### src/sv/vwtl_pkg.sv
// ----------------------------------------------------------------------------
// vwtl_pkg
// Shared types, widths and tables of the video wall tile placer.
// ----------------------------------------------------------------------------
package vwtl_pkg;

  localparam int unsigned DimW      = 13;
  localparam int unsigned PosW      = 12;
  localparam int unsigned CntW      = 7;
  localparam int unsigned IdxW      = 6;
  localparam int unsigned CfgIdxW   = 3;
  localparam int unsigned CfgDataW  = 13;
  localparam int unsigned ProdW     = 2 * DimW;
  localparam int unsigned DvdW      = ProdW + 1;
  localparam int unsigned DvsW      = DimW + 1;
  localparam int unsigned DivCntW   = $clog2(DvdW);
  localparam int unsigned SqrtW     = 4;
  localparam int unsigned SideW     = 5;
  localparam int unsigned GProdW    = 10;

  localparam int unsigned DefMaxCells     = 64;
  localparam int unsigned DefMaxDisplayDim = 4096;

  // configuration register indexes
  typedef enum logic [CfgIdxW-1:0] {
    REG_DISPLAY_WIDTH  = 3'd0,
    REG_DISPLAY_HEIGHT = 3'd1,
    REG_LAYOUT_MODE    = 3'd2,
    REG_CELL_COUNT     = 3'd3,
    REG_CUSTOM_ROWS    = 3'd4,
    REG_CUSTOM_COLS    = 3'd5
  } reg_idx_e;

  localparam logic [DimW-1:0] RstDisplayWidth  = 13'd1920;
  localparam logic [DimW-1:0] RstDisplayHeight = 13'd1080;

  typedef struct packed {
    logic [DimW-1:0] display_width;
    logic [DimW-1:0] display_height;
    logic            layout_mode;
    logic [CntW-1:0] cell_count;
    logic [CntW-1:0] user_rows;
    logic [CntW-1:0] user_cols;
  } cfg_t;

  typedef struct packed {
    logic            valid;
    logic [CntW-1:0] rows;
    logic [CntW-1:0] cols;
  } grid_t;

  typedef struct packed {
    logic            start;
    logic [DvdW-1:0] dividend;
    logic [DvsW-1:0] divisor;
  } div_req_t;

  typedef struct packed {
    logic            done;
    logic [DvdW-1:0] quotient;
    logic [DvsW-1:0] remainder;
  } div_rsp_t;

  typedef logic [SqrtW-1:0] sqrt_lut_t [2**CntW];

  function automatic sqrt_lut_t sqrt_lut_f();
    sqrt_lut_t lut;
    int unsigned s;
    for (int unsigned n = 0; n < 2**CntW; n++) begin
      s = 0;
      while ((s + 1) * (s + 1) <= n) s++;
      lut[n] = SqrtW'(s);
    end
    return lut;
  endfunction

  localparam sqrt_lut_t SqrtLut = sqrt_lut_f();

endpackage

### src/sv/vwtl_if.sv
// ----------------------------------------------------------------------------
// vwtl interfaces
// Request, result and configuration channels of the tile placer.
// ----------------------------------------------------------------------------
interface vwtl_in_if;
  logic        valid;
  logic        ready;
  logic [5:0]  cell_index;
  logic [12:0] source_width;
  logic [12:0] source_height;
  modport source (output valid, cell_index, source_width, source_height, input ready);
  modport sink   (input valid, cell_index, source_width, source_height, output ready);
endinterface

interface vwtl_out_if;
  logic        valid;
  logic        ready;
  logic        status;
  logic [11:0] tile_x;
  logic [11:0] tile_y;
  logic [12:0] tile_width;
  logic [12:0] tile_height;
  logic [12:0] dest_x;
  logic [12:0] dest_y;
  logic [12:0] dest_width;
  logic [12:0] dest_height;
  modport source (output valid, status, tile_x, tile_y, tile_width, tile_height,
                  dest_x, dest_y, dest_width, dest_height, input ready);
  modport sink   (input valid, status, tile_x, tile_y, tile_width, tile_height,
                  dest_x, dest_y, dest_width, dest_height, output ready);
endinterface

interface vwtl_cfg_if;
  logic        valid;
  logic        ready;
  logic [2:0]  index;
  logic [12:0] data;
  modport source (output valid, index, data, input ready);
  modport sink   (input valid, index, data, output ready);
endinterface

### src/sv/vwtl_div.sv
// ----------------------------------------------------------------------------
// vwtl_div
// Shared restoring divider, one quotient bit per cycle.
// ----------------------------------------------------------------------------
module vwtl_div (
  input  logic               clk_i,
  input  logic               rst_ni,
  input  vwtl_pkg::div_req_t req_i,
  output vwtl_pkg::div_rsp_t rsp_o
);
  import vwtl_pkg::*;

  logic               busy_q, done_q;
  logic [DivCntW-1:0] cnt_q;
  logic [DvdW-1:0]    quo_q;
  logic [DvsW-1:0]    rem_q, dvs_q;
  logic [DvsW:0]      rem_sh;
  logic               ge;
  logic [DvsW-1:0]    rem_d;

  always_comb begin
    rem_sh = {rem_q, quo_q[DvdW-1]};
    ge     = rem_sh >= {1'b0, dvs_q};
    rem_d  = ge ? DvsW'(rem_sh - {1'b0, dvs_q}) : rem_sh[DvsW-1:0];
  end

  always_ff @(posedge clk_i or negedge rst_ni) begin
    if (!rst_ni) begin
      busy_q <= 1'b0;
      done_q <= 1'b0;
      cnt_q  <= '0;
    end else begin
      done_q <= 1'b0;
      if (req_i.start) begin
        busy_q <= 1'b1;
        cnt_q  <= DivCntW'(DvdW - 1);
      end else if (busy_q) begin
        cnt_q <= cnt_q - 1'b1;
        if (cnt_q == '0) begin
          busy_q <= 1'b0;
          done_q <= 1'b1;
        end
      end
    end
  end

  always_ff @(posedge clk_i) begin
    if (req_i.start) begin
      quo_q <= req_i.dividend;
      rem_q <= '0;
      dvs_q <= req_i.divisor;
    end else if (busy_q) begin
      quo_q <= {quo_q[DvdW-2:0], ge};
      rem_q <= rem_d;
    end
  end

  assign rsp_o.done      = done_q;
  assign rsp_o.quotient  = quo_q;
  assign rsp_o.remainder = rem_q;

endmodule

### src/sv/vwtl_grid.sv
// ----------------------------------------------------------------------------
// vwtl_grid
// Picks the grid from the registers: near-square search or custom size.
// ----------------------------------------------------------------------------
module vwtl_grid #(
  parameter int unsigned MAX_CELLS       = vwtl_pkg::DefMaxCells,
  parameter int unsigned MAX_DISPLAY_DIM = vwtl_pkg::DefMaxDisplayDim
) (
  input  logic            clk_i,
  input  logic            rst_ni,
  input  vwtl_pkg::cfg_t  cfg_i,
  input  logic            written_i,
  output vwtl_pkg::grid_t grid_o
);
  import vwtl_pkg::*;

  grid_t             grid_d, grid_q;
  logic [GProdW-1:0] n, best_e, lo, cm1, csq, cp1, e;
  logic [SideW-1:0]  s, c, r;
  logic [CntW-1:0]   br, bc;
  logic              base_ok, cand, wide;
  logic [2*CntW-1:0] cust_prod;

  always_comb begin
    n       = GProdW'(cfg_i.cell_count);
    base_ok = written_i && (n != '0) && (n <= GProdW'(MAX_CELLS))
              && (cfg_i.display_width != '0) && (cfg_i.display_height != '0)
              && ({19'd0, cfg_i.display_width} <= MAX_DISPLAY_DIM)
              && ({19'd0, cfg_i.display_height} <= MAX_DISPLAY_DIM);
    wide    = cfg_i.display_width >= cfg_i.display_height;
    s       = SideW'(SqrtLut[cfg_i.cell_count]);
    best_e  = n;
    br      = '0;
    bc      = '0;
    lo = '0; cm1 = '0; csq = '0; cp1 = '0; e = '0; c = '0; r = '0; cand = 1'b0;
    // three candidate column counts, ties to the later one
    for (int k = 0; k < 3; k++) begin
      c    = s + SideW'(k);
      lo   = (c >= SideW'(2)) ? GProdW'(c * (c - SideW'(2))) : '0;
      cm1  = (c >= SideW'(1)) ? GProdW'(c * (c - SideW'(1))) : '0;
      csq  = GProdW'(c * c);
      cp1  = GProdW'(c * (c + SideW'(1)));
      cand = 1'b1;
      if (c >= SideW'(2) && n > lo && n <= cm1) begin
        r = c - SideW'(1); e = cm1 - n;
      end else if (n > cm1 && n <= csq) begin
        r = c;             e = csq - n;
      end else if (n > csq && n <= cp1) begin
        r = c + SideW'(1); e = cp1 - n;
      end else begin
        r = '0; e = '0; cand = 1'b0;
      end
      if (cand && e <= best_e) begin
        best_e = e;
        br     = wide ? CntW'(r) : CntW'(c);
        bc     = wide ? CntW'(c) : CntW'(r);
      end
    end
    cust_prod = cfg_i.user_rows * cfg_i.user_cols;
    grid_d    = '0;
    if (base_ok) begin
      if (!cfg_i.layout_mode) begin
        if (br != '0 && bc != '0) begin
          grid_d.valid = 1'b1;
          grid_d.rows  = br;
          grid_d.cols  = bc;
        end
      end else if (cfg_i.user_rows != '0 && cfg_i.user_cols != '0
                   && cust_prod >= {7'd0, cfg_i.cell_count}) begin
        grid_d.valid = 1'b1;
        grid_d.rows  = cfg_i.user_rows;
        grid_d.cols  = cfg_i.user_cols;
      end
    end
  end

  always_ff @(posedge clk_i or negedge rst_ni) begin
    if (!rst_ni) grid_q <= '0;
    else         grid_q <= grid_d;
  end

  assign grid_o = grid_q;

endmodule

### src/sv/video_wall_tile_layout.sv
// ----------------------------------------------------------------------------
// video_wall_tile_layout
// Places source frames into the cells of a video wall grid with letterbox fit.
// ----------------------------------------------------------------------------
// One request at a time. A rejected request goes to the done state and then to
// the output register; the next request is taken once the block is idle again.
// A placed request runs three divisions (cell index, width, height by the grid)
// on the shared divider, one after another, before its result is registered.
// The first placed request after reset or a register write adds two more
// divisions for the letterbox fit. A stalled result holds the block in its done
// state. The grid is recomputed in the cycle after each register write, during
// which no request is taken. The result waits in an output register.
module video_wall_tile_layout #(
  parameter int unsigned MAX_CELLS       = vwtl_pkg::DefMaxCells,
  parameter int unsigned MAX_DISPLAY_DIM = vwtl_pkg::DefMaxDisplayDim
) (
  input  logic clk_i,
  input  logic rst_ni,
  vwtl_cfg_if.sink   cfg_i,
  vwtl_in_if.sink    in_i,
  vwtl_out_if.source out_o
);
  import vwtl_pkg::*;

  typedef enum logic [11:0] {
    ST_IDLE     = 12'b0000_0000_0001,
    ST_DIV_IDX  = 12'b0000_0000_0010,
    ST_DIV_W    = 12'b0000_0000_0100,
    ST_DIV_H    = 12'b0000_0000_1000,
    ST_GEOM_X   = 12'b0000_0001_0000,
    ST_GEOM_Y   = 12'b0000_0010_0000,
    ST_PROD_A   = 12'b0000_0100_0000,
    ST_PROD_B   = 12'b0000_1000_0000,
    ST_FIT_GO   = 12'b0001_0000_0000,
    ST_FIT_SIZE = 12'b0010_0000_0000,
    ST_FIT_OFS  = 12'b0100_0000_0000,
    ST_DONE     = 12'b1000_0000_0000
  } state_e;

  state_e state_q, state_d;
  cfg_t   cfg_q;
  grid_t  grid;
  logic   written_q, pend_q, fit_latched_q;
  div_req_t div_req;
  div_rsp_t div_rsp;

  logic [DimW-1:0]  sw_q, sh_q, cw_q, ch_q, x_q, y_q, w_q, h_q;
  logic [CntW-1:0]  row_q, col_q, wr_q, hr_q;
  logic [ProdW-1:0] pa_q, pb_q;
  logic             reject_q, use_w_q;
  logic [DimW-1:0]  fit_w_q, fit_h_q;
  logic [PosW-1:0]  fit_ox_q, fit_oy_q;
  logic             out_vld_q;

  logic             cfg_fire, cfg_hit, in_fire, out_free;
  logic [DimW-1:0]  sw_in, sh_in;
  logic [2*DimW+CntW-1:0] lin;
  logic [DimW-1:0]  pos_d, size_d;

  assign cfg_fire = cfg_i.valid && cfg_i.ready;
  assign cfg_hit  = cfg_fire && (cfg_i.index <= REG_CUSTOM_COLS);
  assign cfg_i.ready = 1'b1;
  assign in_i.ready  = (state_q == ST_IDLE) && !pend_q;
  assign in_fire  = in_i.valid && in_i.ready;
  assign out_free = !out_vld_q || out_o.ready;
  assign sw_in    = (in_i.source_width  == '0) ? DimW'(1) : in_i.source_width;
  assign sh_in    = (in_i.source_height == '0) ? DimW'(1) : in_i.source_height;

  // configuration registers
  always_ff @(posedge clk_i or negedge rst_ni) begin
    if (!rst_ni) begin
      cfg_q.display_width  <= RstDisplayWidth;
      cfg_q.display_height <= RstDisplayHeight;
      cfg_q.layout_mode    <= 1'b0;
      cfg_q.cell_count     <= CntW'(1);
      cfg_q.user_rows      <= CntW'(1);
      cfg_q.user_cols      <= CntW'(1);
      written_q            <= 1'b0;
      pend_q               <= 1'b0;
    end else begin
      pend_q <= cfg_hit;
      if (cfg_hit) written_q <= 1'b1;
      if (cfg_fire) begin
        case (reg_idx_e'(cfg_i.index))
          REG_DISPLAY_WIDTH:  cfg_q.display_width  <= cfg_i.data;
          REG_DISPLAY_HEIGHT: cfg_q.display_height <= cfg_i.data;
          REG_LAYOUT_MODE:    cfg_q.layout_mode    <= cfg_i.data[0];
          REG_CELL_COUNT:     cfg_q.cell_count     <= cfg_i.data[CntW-1:0];
          REG_CUSTOM_ROWS:    cfg_q.user_rows      <= cfg_i.data[CntW-1:0];
          REG_CUSTOM_COLS:    cfg_q.user_cols      <= cfg_i.data[CntW-1:0];
          default: ;
        endcase
      end
    end
  end

  vwtl_grid #(
    .MAX_CELLS      (MAX_CELLS),
    .MAX_DISPLAY_DIM(MAX_DISPLAY_DIM)
  ) u_grid (
    .clk_i    (clk_i),
    .rst_ni   (rst_ni),
    .cfg_i    (cfg_q),
    .written_i(written_q),
    .grid_o   (grid)
  );

  vwtl_div u_div (
    .clk_i (clk_i),
    .rst_ni(rst_ni),
    .req_i (div_req),
    .rsp_o (div_rsp)
  );

  // sequencer and divider operand selection
  always_comb begin
    state_d          = state_q;
    div_req.start    = 1'b0;
    div_req.dividend = '0;
    div_req.divisor  = DvsW'(1);
    case (state_q)
      ST_IDLE: begin
        if (in_fire) begin
          if (!grid.valid || {1'b0, in_i.cell_index} >= cfg_q.cell_count) begin
            state_d = ST_DONE;
          end else begin
            state_d          = ST_DIV_IDX;
            div_req.start    = 1'b1;
            div_req.dividend = DvdW'(in_i.cell_index);
            div_req.divisor  = DvsW'(grid.cols);
          end
        end
      end
      ST_DIV_IDX: begin
        if (div_rsp.done) begin
          state_d          = ST_DIV_W;
          div_req.start    = 1'b1;
          div_req.dividend = DvdW'(cfg_q.display_width);
          div_req.divisor  = DvsW'(grid.cols);
        end
      end
      ST_DIV_W: begin
        if (div_rsp.done) begin
          state_d          = ST_DIV_H;
          div_req.start    = 1'b1;
          div_req.dividend = DvdW'(cfg_q.display_height);
          div_req.divisor  = DvsW'(grid.rows);
        end
      end
      ST_DIV_H:  if (div_rsp.done) state_d = ST_GEOM_X;
      ST_GEOM_X: state_d = ST_GEOM_Y;
      ST_GEOM_Y: state_d = fit_latched_q ? ST_DONE : ST_PROD_A;
      ST_PROD_A: state_d = ST_PROD_B;
      ST_PROD_B: state_d = ST_FIT_GO;
      ST_FIT_GO: begin
        state_d       = ST_FIT_SIZE;
        div_req.start = 1'b1;
        if (pa_q <= pb_q) begin
          div_req.dividend = DvdW'(pa_q);
          div_req.divisor  = DvsW'(sw_q);
        end else begin
          div_req.dividend = DvdW'(pb_q);
          div_req.divisor  = DvsW'(sh_q);
        end
      end
      ST_FIT_SIZE: begin
        if (div_rsp.done) begin
          state_d       = ST_FIT_OFS;
          div_req.start = 1'b1;
          if (use_w_q) begin
            div_req.dividend = DvdW'(pb_q - pa_q);
            div_req.divisor  = {sw_q, 1'b0};
          end else begin
            div_req.dividend = DvdW'(pa_q - pb_q);
            div_req.divisor  = {sh_q, 1'b0};
          end
        end
      end
      ST_FIT_OFS: if (div_rsp.done) state_d = ST_DONE;
      ST_DONE:    if (out_free) state_d = ST_IDLE;
      default:    state_d = ST_IDLE;
    endcase
  end

  // position along one axis: index * base + min(index, remainder)
  always_comb begin
    if (state_q == ST_GEOM_X) begin
      lin    = (2*DimW+CntW)'(col_q * cw_q);
      pos_d  = DimW'(lin + ((col_q < wr_q) ? (2*DimW+CntW)'(col_q) : (2*DimW+CntW)'(wr_q)));
      size_d = cw_q + ((col_q < wr_q) ? DimW'(1) : DimW'(0));
    end else begin
      lin    = (2*DimW+CntW)'(row_q * ch_q);
      pos_d  = DimW'(lin + ((row_q < hr_q) ? (2*DimW+CntW)'(row_q) : (2*DimW+CntW)'(hr_q)));
      size_d = ch_q + ((row_q < hr_q) ? DimW'(1) : DimW'(0));
    end
  end

  always_ff @(posedge clk_i or negedge rst_ni) begin
    if (!rst_ni) begin
      state_q       <= ST_IDLE;
      fit_latched_q <= 1'b0;
      out_vld_q     <= 1'b0;
    end else begin
      state_q <= state_d;
      if (cfg_hit) fit_latched_q <= 1'b0;
      else if (state_q == ST_FIT_OFS && div_rsp.done) fit_latched_q <= 1'b1;
      if (state_q == ST_DONE && out_free) out_vld_q <= 1'b1;
      else if (out_o.ready)               out_vld_q <= 1'b0;
    end
  end

  always_ff @(posedge clk_i) begin
    case (state_q)
      ST_IDLE: begin
        sw_q     <= sw_in;
        sh_q     <= sh_in;
        reject_q <= !grid.valid || {1'b0, in_i.cell_index} >= cfg_q.cell_count;
      end
      ST_DIV_IDX: begin
        row_q <= div_rsp.quotient[CntW-1:0];
        col_q <= div_rsp.remainder[CntW-1:0];
      end
      ST_DIV_W: begin
        cw_q <= div_rsp.quotient[DimW-1:0];
        wr_q <= div_rsp.remainder[CntW-1:0];
      end
      ST_DIV_H: begin
        ch_q <= div_rsp.quotient[DimW-1:0];
        hr_q <= div_rsp.remainder[CntW-1:0];
      end
      ST_GEOM_X: begin
        x_q <= pos_d;
        w_q <= size_d;
      end
      ST_GEOM_Y: begin
        y_q <= pos_d;
        h_q <= size_d;
      end
      ST_PROD_A: pa_q <= w_q * sh_q;
      ST_PROD_B: pb_q <= h_q * sw_q;
      ST_FIT_GO: use_w_q <= pa_q <= pb_q;
      ST_FIT_SIZE: begin
        if (use_w_q) begin
          fit_w_q <= w_q;
          fit_h_q <= div_rsp.quotient[DimW-1:0];
        end else begin
          fit_w_q <= div_rsp.quotient[DimW-1:0];
          fit_h_q <= h_q;
        end
      end
      ST_FIT_OFS: begin
        fit_ox_q <= use_w_q ? '0 : div_rsp.quotient[PosW-1:0];
        fit_oy_q <= use_w_q ? div_rsp.quotient[PosW-1:0] : '0;
      end
      default: ;
    endcase
  end

  // result register
  always_ff @(posedge clk_i) begin
    if (state_q == ST_DONE && out_free) begin
      out_o.status <= reject_q;
      if (reject_q) begin
        out_o.tile_x      <= '0;
        out_o.tile_y      <= '0;
        out_o.tile_width  <= '0;
        out_o.tile_height <= '0;
        out_o.dest_x      <= '0;
        out_o.dest_y      <= '0;
        out_o.dest_width  <= '0;
        out_o.dest_height <= '0;
      end else begin
        out_o.tile_x      <= x_q[PosW-1:0];
        out_o.tile_y      <= y_q[PosW-1:0];
        out_o.tile_width  <= w_q;
        out_o.tile_height <= h_q;
        out_o.dest_x      <= x_q + DimW'(fit_ox_q);
        out_o.dest_y      <= y_q + DimW'(fit_oy_q);
        out_o.dest_width  <= fit_w_q;
        out_o.dest_height <= fit_h_q;
      end
    end
  end

  assign out_o.valid = out_vld_q;

endmodule

### src/flat_wrapper.sv
// flat-port wrapper written by rule: the top's interface ports become plain ports
module video_wall_tile_layout_flat import vwtl_pkg::*;
#(
  parameter int unsigned MAX_CELLS       = vwtl_pkg::DefMaxCells,
  parameter int unsigned MAX_DISPLAY_DIM = vwtl_pkg::DefMaxDisplayDim
)
  (clk_i, rst_ni, cfg_i_valid, cfg_i_index, cfg_i_data, cfg_i_ready, in_i_valid, in_i_cell_index, in_i_source_width, in_i_source_height, in_i_ready, out_o_valid, out_o_status, out_o_tile_x, out_o_tile_y, out_o_tile_width, out_o_tile_height, out_o_dest_x, out_o_dest_y, out_o_dest_width, out_o_dest_height, out_o_ready);
  vwtl_cfg_if cfg_i_i ();
  vwtl_in_if in_i_i ();
  vwtl_out_if out_o_i ();
  input  logic clk_i;
  input  logic rst_ni;
  input wire logic [$bits(cfg_i_i.valid)-1:0] cfg_i_valid;
  input wire logic [$bits(cfg_i_i.index)-1:0] cfg_i_index;
  input wire logic [$bits(cfg_i_i.data)-1:0] cfg_i_data;
  output wire logic [$bits(cfg_i_i.ready)-1:0] cfg_i_ready;
  input wire logic [$bits(in_i_i.valid)-1:0] in_i_valid;
  input wire logic [$bits(in_i_i.cell_index)-1:0] in_i_cell_index;
  input wire logic [$bits(in_i_i.source_width)-1:0] in_i_source_width;
  input wire logic [$bits(in_i_i.source_height)-1:0] in_i_source_height;
  output wire logic [$bits(in_i_i.ready)-1:0] in_i_ready;
  output wire logic [$bits(out_o_i.valid)-1:0] out_o_valid;
  output wire logic [$bits(out_o_i.status)-1:0] out_o_status;
  output wire logic [$bits(out_o_i.tile_x)-1:0] out_o_tile_x;
  output wire logic [$bits(out_o_i.tile_y)-1:0] out_o_tile_y;
  output wire logic [$bits(out_o_i.tile_width)-1:0] out_o_tile_width;
  output wire logic [$bits(out_o_i.tile_height)-1:0] out_o_tile_height;
  output wire logic [$bits(out_o_i.dest_x)-1:0] out_o_dest_x;
  output wire logic [$bits(out_o_i.dest_y)-1:0] out_o_dest_y;
  output wire logic [$bits(out_o_i.dest_width)-1:0] out_o_dest_width;
  output wire logic [$bits(out_o_i.dest_height)-1:0] out_o_dest_height;
  input wire logic [$bits(out_o_i.ready)-1:0] out_o_ready;
  assign cfg_i_i.valid = cfg_i_valid;
  assign cfg_i_i.index = cfg_i_index;
  assign cfg_i_i.data = cfg_i_data;
  assign cfg_i_ready = cfg_i_i.ready;
  assign in_i_i.valid = in_i_valid;
  assign in_i_i.cell_index = in_i_cell_index;
  assign in_i_i.source_width = in_i_source_width;
  assign in_i_i.source_height = in_i_source_height;
  assign in_i_ready = in_i_i.ready;
  assign out_o_valid = out_o_i.valid;
  assign out_o_status = out_o_i.status;
  assign out_o_tile_x = out_o_i.tile_x;
  assign out_o_tile_y = out_o_i.tile_y;
  assign out_o_tile_width = out_o_i.tile_width;
  assign out_o_tile_height = out_o_i.tile_height;
  assign out_o_dest_x = out_o_i.dest_x;
  assign out_o_dest_y = out_o_i.dest_y;
  assign out_o_dest_width = out_o_i.dest_width;
  assign out_o_dest_height = out_o_i.dest_height;
  assign out_o_i.ready = out_o_ready;
  video_wall_tile_layout #(.MAX_CELLS(MAX_CELLS), .MAX_DISPLAY_DIM(MAX_DISPLAY_DIM)) u_core (.clk_i(clk_i), .rst_ni(rst_ni), .cfg_i(cfg_i_i), .in_i(in_i_i), .out_o(out_o_i));
endmodule
### config.mk
export PLATFORM = sky130hd
export DESIGN_NAME = video_wall_tile_layout_flat
export DESIGN_NICKNAME = d
export VERILOG_FILES = /design/src/sv/vwtl_pkg.sv /design/src/sv/vwtl_if.sv /design/src/sv/vwtl_div.sv /design/src/sv/vwtl_grid.sv /design/src/sv/video_wall_tile_layout.sv /design/src/flat_wrapper.sv
export SDC_FILE = /design/constraint.sdc
export NUM_CORES = 2
export LEC_CHECK = 0
export BUFFER_PORTS_ARGS = -buffer_cell sky130_fd_sc_hd__buf_2
export CORE_UTILIZATION = 59
export DETAILED_ROUTE_END_ITERATION = 16
export PLACE_DENSITY_LB_ADDON = 0.25
export SLEW_MARGIN = 20
export SYNTH_ARGS = -nofsm -noshare
export SYNTH_HDL_FRONTEND = slang
export SYNTH_HIERARCHICAL = 1
export SYNTH_SLANG_ARGS = --single-unit
### constraint.sdc
create_clock -name clk_i -period 12.85 [get_ports clk_i]
set_input_delay 1.285 -clock clk_i [delete_from_list [all_inputs] [get_ports clk_i]]
set_output_delay 1.285 -clock clk_i [all_outputs]
set_load 0.05 [all_outputs]
# == Word level (Yosys, flattened, before mapping) ==
# Memories as Yosys holds them, arrays and structs flattened.
# Index checks and enable logic that the tools add are counted.
# op_classes
mul,17
div_mod_pow,0
n_eq_ne,24
n_mux,94
order_cmp,39
add_sub_neg,35
n_bitwise,1
shift,0
n_reduce_logical,55
# op_table
operator,count
42-bit 2-to-1 mux,5
42-bit case mux with 5 select lines,1
10-bit 2-to-1 mux,17
12-bit case mux with 12 select lines,1
12-bit 2-to-1 mux,9
5-bit 2-to-1 mux,19
7-bit by 10-bit > comparator with 1-bit output,8
7-bit by 10-bit <= comparator with 1-bit output,7
10-bit by 7-bit subtractor with 10-bit output,7
15-bit 2-to-1 mux,4
27-bit 2-to-1 mux,2
26-bit by 26-bit subtractor with 27-bit output,2
13-bit adder,4
13-bit by 13-bit multiplier with 26-bit output,2
13-bit 2-to-1 mux,4
7-bit 2-to-1 mux,6
41-bit 2-to-1 mux,1
5-bit by 5-bit multiplier with 10-bit output,4
6-bit by 6-bit multiplier with 10-bit output,4
40-bit 2-to-1 mux,1
7-bit nonzero test,5
1-bit logical AND,29
13-bit by 12-bit adder with 13-bit output,2
"13-bit <= comparator, second input constant",2
65 further kinds,119
# totals
memories,1
ram_bits,0
wordCells,315
rom_bits,512
output_inout_bits,106
reg_bits,480
latch_bits,0
# mem_list
memory,depth,width,rd,rd_clocked_by_memory_dff,write_ports,line_no,rtl
(no name shown),128,4,1,0,0,vwtl_grid.sv:31,s = SideW'(SqrtLut[cfg_i.cell_count]);

# == Longest topological paths before layout ==
# logic_depth
ltp_word,25
depth_mapped,71

# == Cells and area by module ==
# Netlist, hierarchy kept.
# by_module_without_submodules
mod,seq_area_each_um2,area_each_um2,cells_each,n_inst
video_wall_tile_layout,11796.3,36089.6,3554,1
vwtl_grid,375.4,16788.6,2171,1
vwtl_div,1686.6,3432.0,299,1

# == Least setup slack after synthesis ==
# OpenSTA, ideal clock, no wires.
# synth_timing
kind,reg2reg
from,register u_core/cfg_q[14] (netlist bit)
to,"register u_core.u_grid.grid_q, in the netlist u_core/u_grid/grid_o[4]"
path_stages_with_launch,68
t_arrival_ns,13.597
n_path_buf,10
slack_ns,-0.869
synth_period_minus_slack_ns,13.719
cell_sequence,dfstp_2 > nor3_1 > maj3_1 > o21bai_4 > inv_6 > nor2_4 > clkbuf_1 > clkbuf_1 > buf_1 > ha_1 > inv_1 > ha_1 > clkbuf_1 > clkbuf_1 > nor2_1 > inv_1 > fa_1 > inv_1 > (+32 left out) > a2111oi_2 > or2_1 > buf_2 > buf_2 > nor2_1 > a21oi_1 > ha_1 > a21o_1 > a21o_1 > a21oi_1 > nor2_1 > o21ai_0 > o31ai_2 > buf_2 > a221oi_1 > o211ai_1 > or3_1 > a32o_1
# synth_rtl
element,line_no,rtl
"start, declared",video_wall_tile_layout.sv:41,cfg_t cfg_q;
"end signal, assigned",vwtl_grid.sv:79,else grid_q <= grid_d;
"end, declared",vwtl_grid.sv:17,"grid_t grid_d, grid_q;"

==> summary.log <==
qor: worst_setup_path.ws_path_type reg2reg
qor: worst_setup_path.arrival 12.84 ns
qor: worst_setup_path.worst_path_largest_cell_delay 0.55 ns
qor: synth.post_synth_mux_area_share 2.940%
qor: timing.timing.hold.ws 0.4423 ns
qor: final_layout.final_area 60860 um2
qor: timing.fin_worst_skew 0.06743 ns
qor: timing.timing.max_slew.rel_slack 14.34%
qor: global_routing.grt.busiest_layer met2
qor: placement.placed_cell_area 58610 um2
qor: synth.synthDistinctLibCells 121
qor: synth.number_of_warnings_issued_by_yosys 6
qor: final_layout.multi_input_area 38740 um2
qor: clocking.cts-root-to-sink-buffers 3
qor: min_path.holdCritPathClass in2async
qor: clocking.clkSlewWorstSetupHoldPaths 0.07 ns
qor: synth.synth_top_family_by_area adder cells
qor: timing.final_hold_viol_count 0
qor: route.viasPerCell 6.021
qor: clocking.htree_levels 2
qor: flow_run.count_of_max_cap_constraint_violations 0
qor: placement.dpl.hpwl 123000 um
qor: global_routing.first_pass_grt_wire_length 249300 um
qor: placement.place_inst 7330
qor: worst_setup_path.crit_path_top_delay_cell sky130_fd_sc_hd__or4b_4
qor: global_routing.grt_max_degree 106
qor: synth.flip_flop_and_latch_count_after_synthesis 480
qor: floorplanning.core.rowCount 112
qor: global_routing.grt_use_met3 7.431%
qor: synth.synthTopCellsByArea sky130_fd_sc_hd__edfxtp_1 20%, sky130_fd_sc_hd__fa_1 16%, sky130_fd_sc_hd__ha_1 15%, sky130_fd_sc_hd__inv_1 5.6%, sky130_fd_sc_hd__nand2_1 3.5%
qor: final_layout.nFillCells 7713
qor: worst_setup_path.cp_common_cell sky130_fd_sc_hd__ha_1
qor: clocking.cts.sinks 480
qor: route.initialDrtViolationCount 3867
qor: synth.leading_area_contributor_after_synthesis sky130_fd_sc_hd__edfxtp_1
qor: clocking.clockRootBuffer sky130_fd_sc_hd__clkbuf_16
qor: final_layout.post_route_cells_drive_above_1_share 9.493%
qor: synth.mappedNetlistArea 56310 um2
qor: clocking.cts_buffers 51
qor: timing.finalCritPeriodShare 95.46%
qor: worst_setup_path.timing.critical_path.from_type flip-flop
qor: floorplanning.top_level_ports 159
qor: synth.synth.avg_cell_area 9.348 um2
qor: timing.timing.final.setup_violations 0
qor: clocking.clock_tree_from_tritoncts yes
qor: clocking.worstSkewPairLatency 0.66 ns
qor: synth.synth_adder_area_share 31.51%
qor: global_routing.grt_pass1_vias 44250
qor: final_layout.mostFrequentLayoutCells 836 x sky130_fd_sc_hd__inv_1, 670 x sky130_fd_sc_hd__ha_1, 522 x sky130_fd_sc_hd__nand2_1
qor: floorplanning.die_area 96680 um2
qor: floorplanning.start_util 59.97%
qor: synth.post_synth_xor_area_fraction 3.920%
qor: route.drtPass1Iterations 6
qor: placement.place.port_buffers 157
qor: synth.synth_simple_gate_area_share 15.93%
qor: timing.drv_slew 0
qor: global_routing.global_route.usage.total 32.83%
qor: timing.layout_min_cycle_time 12.27 ns
qor: final_layout.syn2layout_area_growth 8.075%
qor: timing.tightest_slew 1.285 ns
qor: global_routing.globalRouteMet1Util 45.88%
qor: worst_setup_path.worst-path-max-fanout 11
qor: synth.synth-seq-area-share 24.61%
qor: global_routing.grt_use_met2 51.06%
qor: route.vias 44860
qor: route.drt.antenna.violating_nets 0
qor: timing.timing.fmax 0.08152 GHz
qor: worst_setup_path.worstPathRequired 13.42 ns
qor: floorplanning.die_y 310.9 um
qor: route.detail_route.drc_violations 0
qor: route.post_drt_wl_per_cell 21.49 um
qor: synth.synth_top_cell_area_share 20.26%
qor: floorplanning.core_area 93890 um2
qor: synth.synth_async_sr_flop_share 17.92%
qor: final_layout.nets 7344
qor: synth.synth_enable_flop_cells 380
qor: worst_setup_path.worst_setup_path_end_kind flip-flop
qor: synth.synthesis.instances 6024
qor: route.totalWireLength 160100 um
qor: outcome.run_status finished, final reports clean
qor: floorplanning.fp.dieW 310.9 um
qor: final_layout.mostFrequentLayoutCell sky130_fd_sc_hd__inv_1
qor: global_routing.antenna_found_initial 6
qor: placement.place.gp.congestion 1.006
qor: synth.most_instantiated_flip_flop_cell_in_the_synthesis_netlist sky130_fd_sc_hd__edfxtp_1
qor: final_layout.regArea 13860 um2
qor: synth.synth_compound_area_share 13.49%
qor: final_layout.layoutNonFillerInstCount 7450
qor: global_routing.overflow 0
==> kinds of logic (layout without fill, tap and decap cells) <==
kind of cell | count (synthesis) | after routing
and+or+nand+nor | 1768 | 1768
adders and majority gates | 1140 | 1140
AOI/OAI and AO/OA | 1116 | 1117
buffers and inverters | 1110 | 1218
DFF | 480 | 480
xor gates and xnor gates | 252 | 252
muxes | 155 | 155
other | 3 | 66
==> flip-flops by register name, summed over array words and instances (netlist names), 14 cells and up <==
| register | cells |
|---|---|
| u_core/cfg_q | 48 |
| u_core/pa_q | 26 |
| u_core/pb_q | 26 |
| u_core/u_div/dvs_q | 14 |
| u_core/u_div/quo_q | 27 |
| u_core/u_div/rem_q | 14 |
| u_core/u_grid/grid_o | 15 |
==> worst max-delay path: cells and delay by family, from the launching register on <==
family | cells | cell delay [ns]
DFF | 1 | 0.39
AOI/OAI and AO/OA | 26 | 4.75
and+or+nand+nor | 18 | 3.04
adders and majority gates | 9 | 3.12
muxes | 1 | 0.16
buffers and inverters | 5 | 0.69
==> worst paths after layout <==
| check | start | end | slack, ns | depth (start not counted) |
|---|---|---|---|---|
| min | rst_ni | u_core/cfg_q[6] | 0.44 | 1 |
| max in group asynchronous | rst_ni | u_core/u_div/cnt_q[2] | 11.43 | 2 |
| max reg2reg | u_core/cfg_q[17] | u_core/u_grid/grid_o[10] | 0.58 | 59 |
| min in group clk_i | u_core/fit_latched_q | u_core/state_q[6] | 0.45 | 1 |
| max | u_core/cfg_q[17] | u_core/u_grid/grid_o[10] | 0.58 | 59 |
| min reg2reg | u_core/fit_latched_q | u_core/state_q[6] | 0.45 | 1 |
==> stage by stage <==
step	util, %	setup TNS, ns	setup WS [ns]
2_1_floorplan	-	0	0.02141
3_3_place_gp	62.42	0	0.2555
3_5_place_dp	62.42	0	0.03644
4_1_cts	64.28	0	0.02247
5_1_grt	64.81	-0.4401	-0.07151
6_report	64.82	0	0.5832
==> Yosys cell counts, drive strengths merged (18+ instances only) <==
cell / n
nand2b: 66
a21oi: 281
o211ai: 47
or3: 22
nor2b: 146
edfxtp: 380
o22ai: 34
nor3: 94
inv: 844
nor3b: 20
nand2: 529
o31ai: 23
nand4: 37
fa: 464
mux2: 83
dfrtp: 74
o21ai: 215
a31oi: 23
o21bai: 18
nand3: 83
mux2i: 72
a22oi: 22
xor2: 87
xnor2: 165
a2111oi: 18
nor2: 319
or2: 30
a311oi: 19
a211o: 18
a211oi: 48
buf: 49
and3: 32
and2: 303
o221ai: 18
o21a: 47
ha: 675
a21o: 133
nor4: 31
clkbuf: 212
==> area by class of cell <==
| class | instances | area share (%) |
|---|---|---|
| Clock buffer | 68 | 2.235 |
| Antenna cell | 2 | 0.008224 |
| Sequential cell | 480 | 22.77 |
| Inverter | 849 | 5.251 |
| Timing Repair Buffer | 274 | 2.866 |
| Multi-Input combinational cell | 4496 | 63.65 |
| Clock inverter | 27 | 0.6332 |
| Tap cell | 1254 | 2.578 |
==> metal layers <==
layer / wire, um / vias up
met3: 16010 / 279
met2: 70490 / 1937
li1: - / 20710
met5: 69 / -
met4: 5011 / 10
met1: 68490 / 21920
==> timing repair <==
action / in CTS / in global routing
resized for setup: 0 / 66
hold buffers: 0 / 0
hold endpoints to repair: 0 / 0
setup endpoints to repair: 0 / 11
setup buffers: 0 / 19
Power is not shown: default switching activity piles up to over one toggle a cycle in this logic, so the estimate is an artifact.
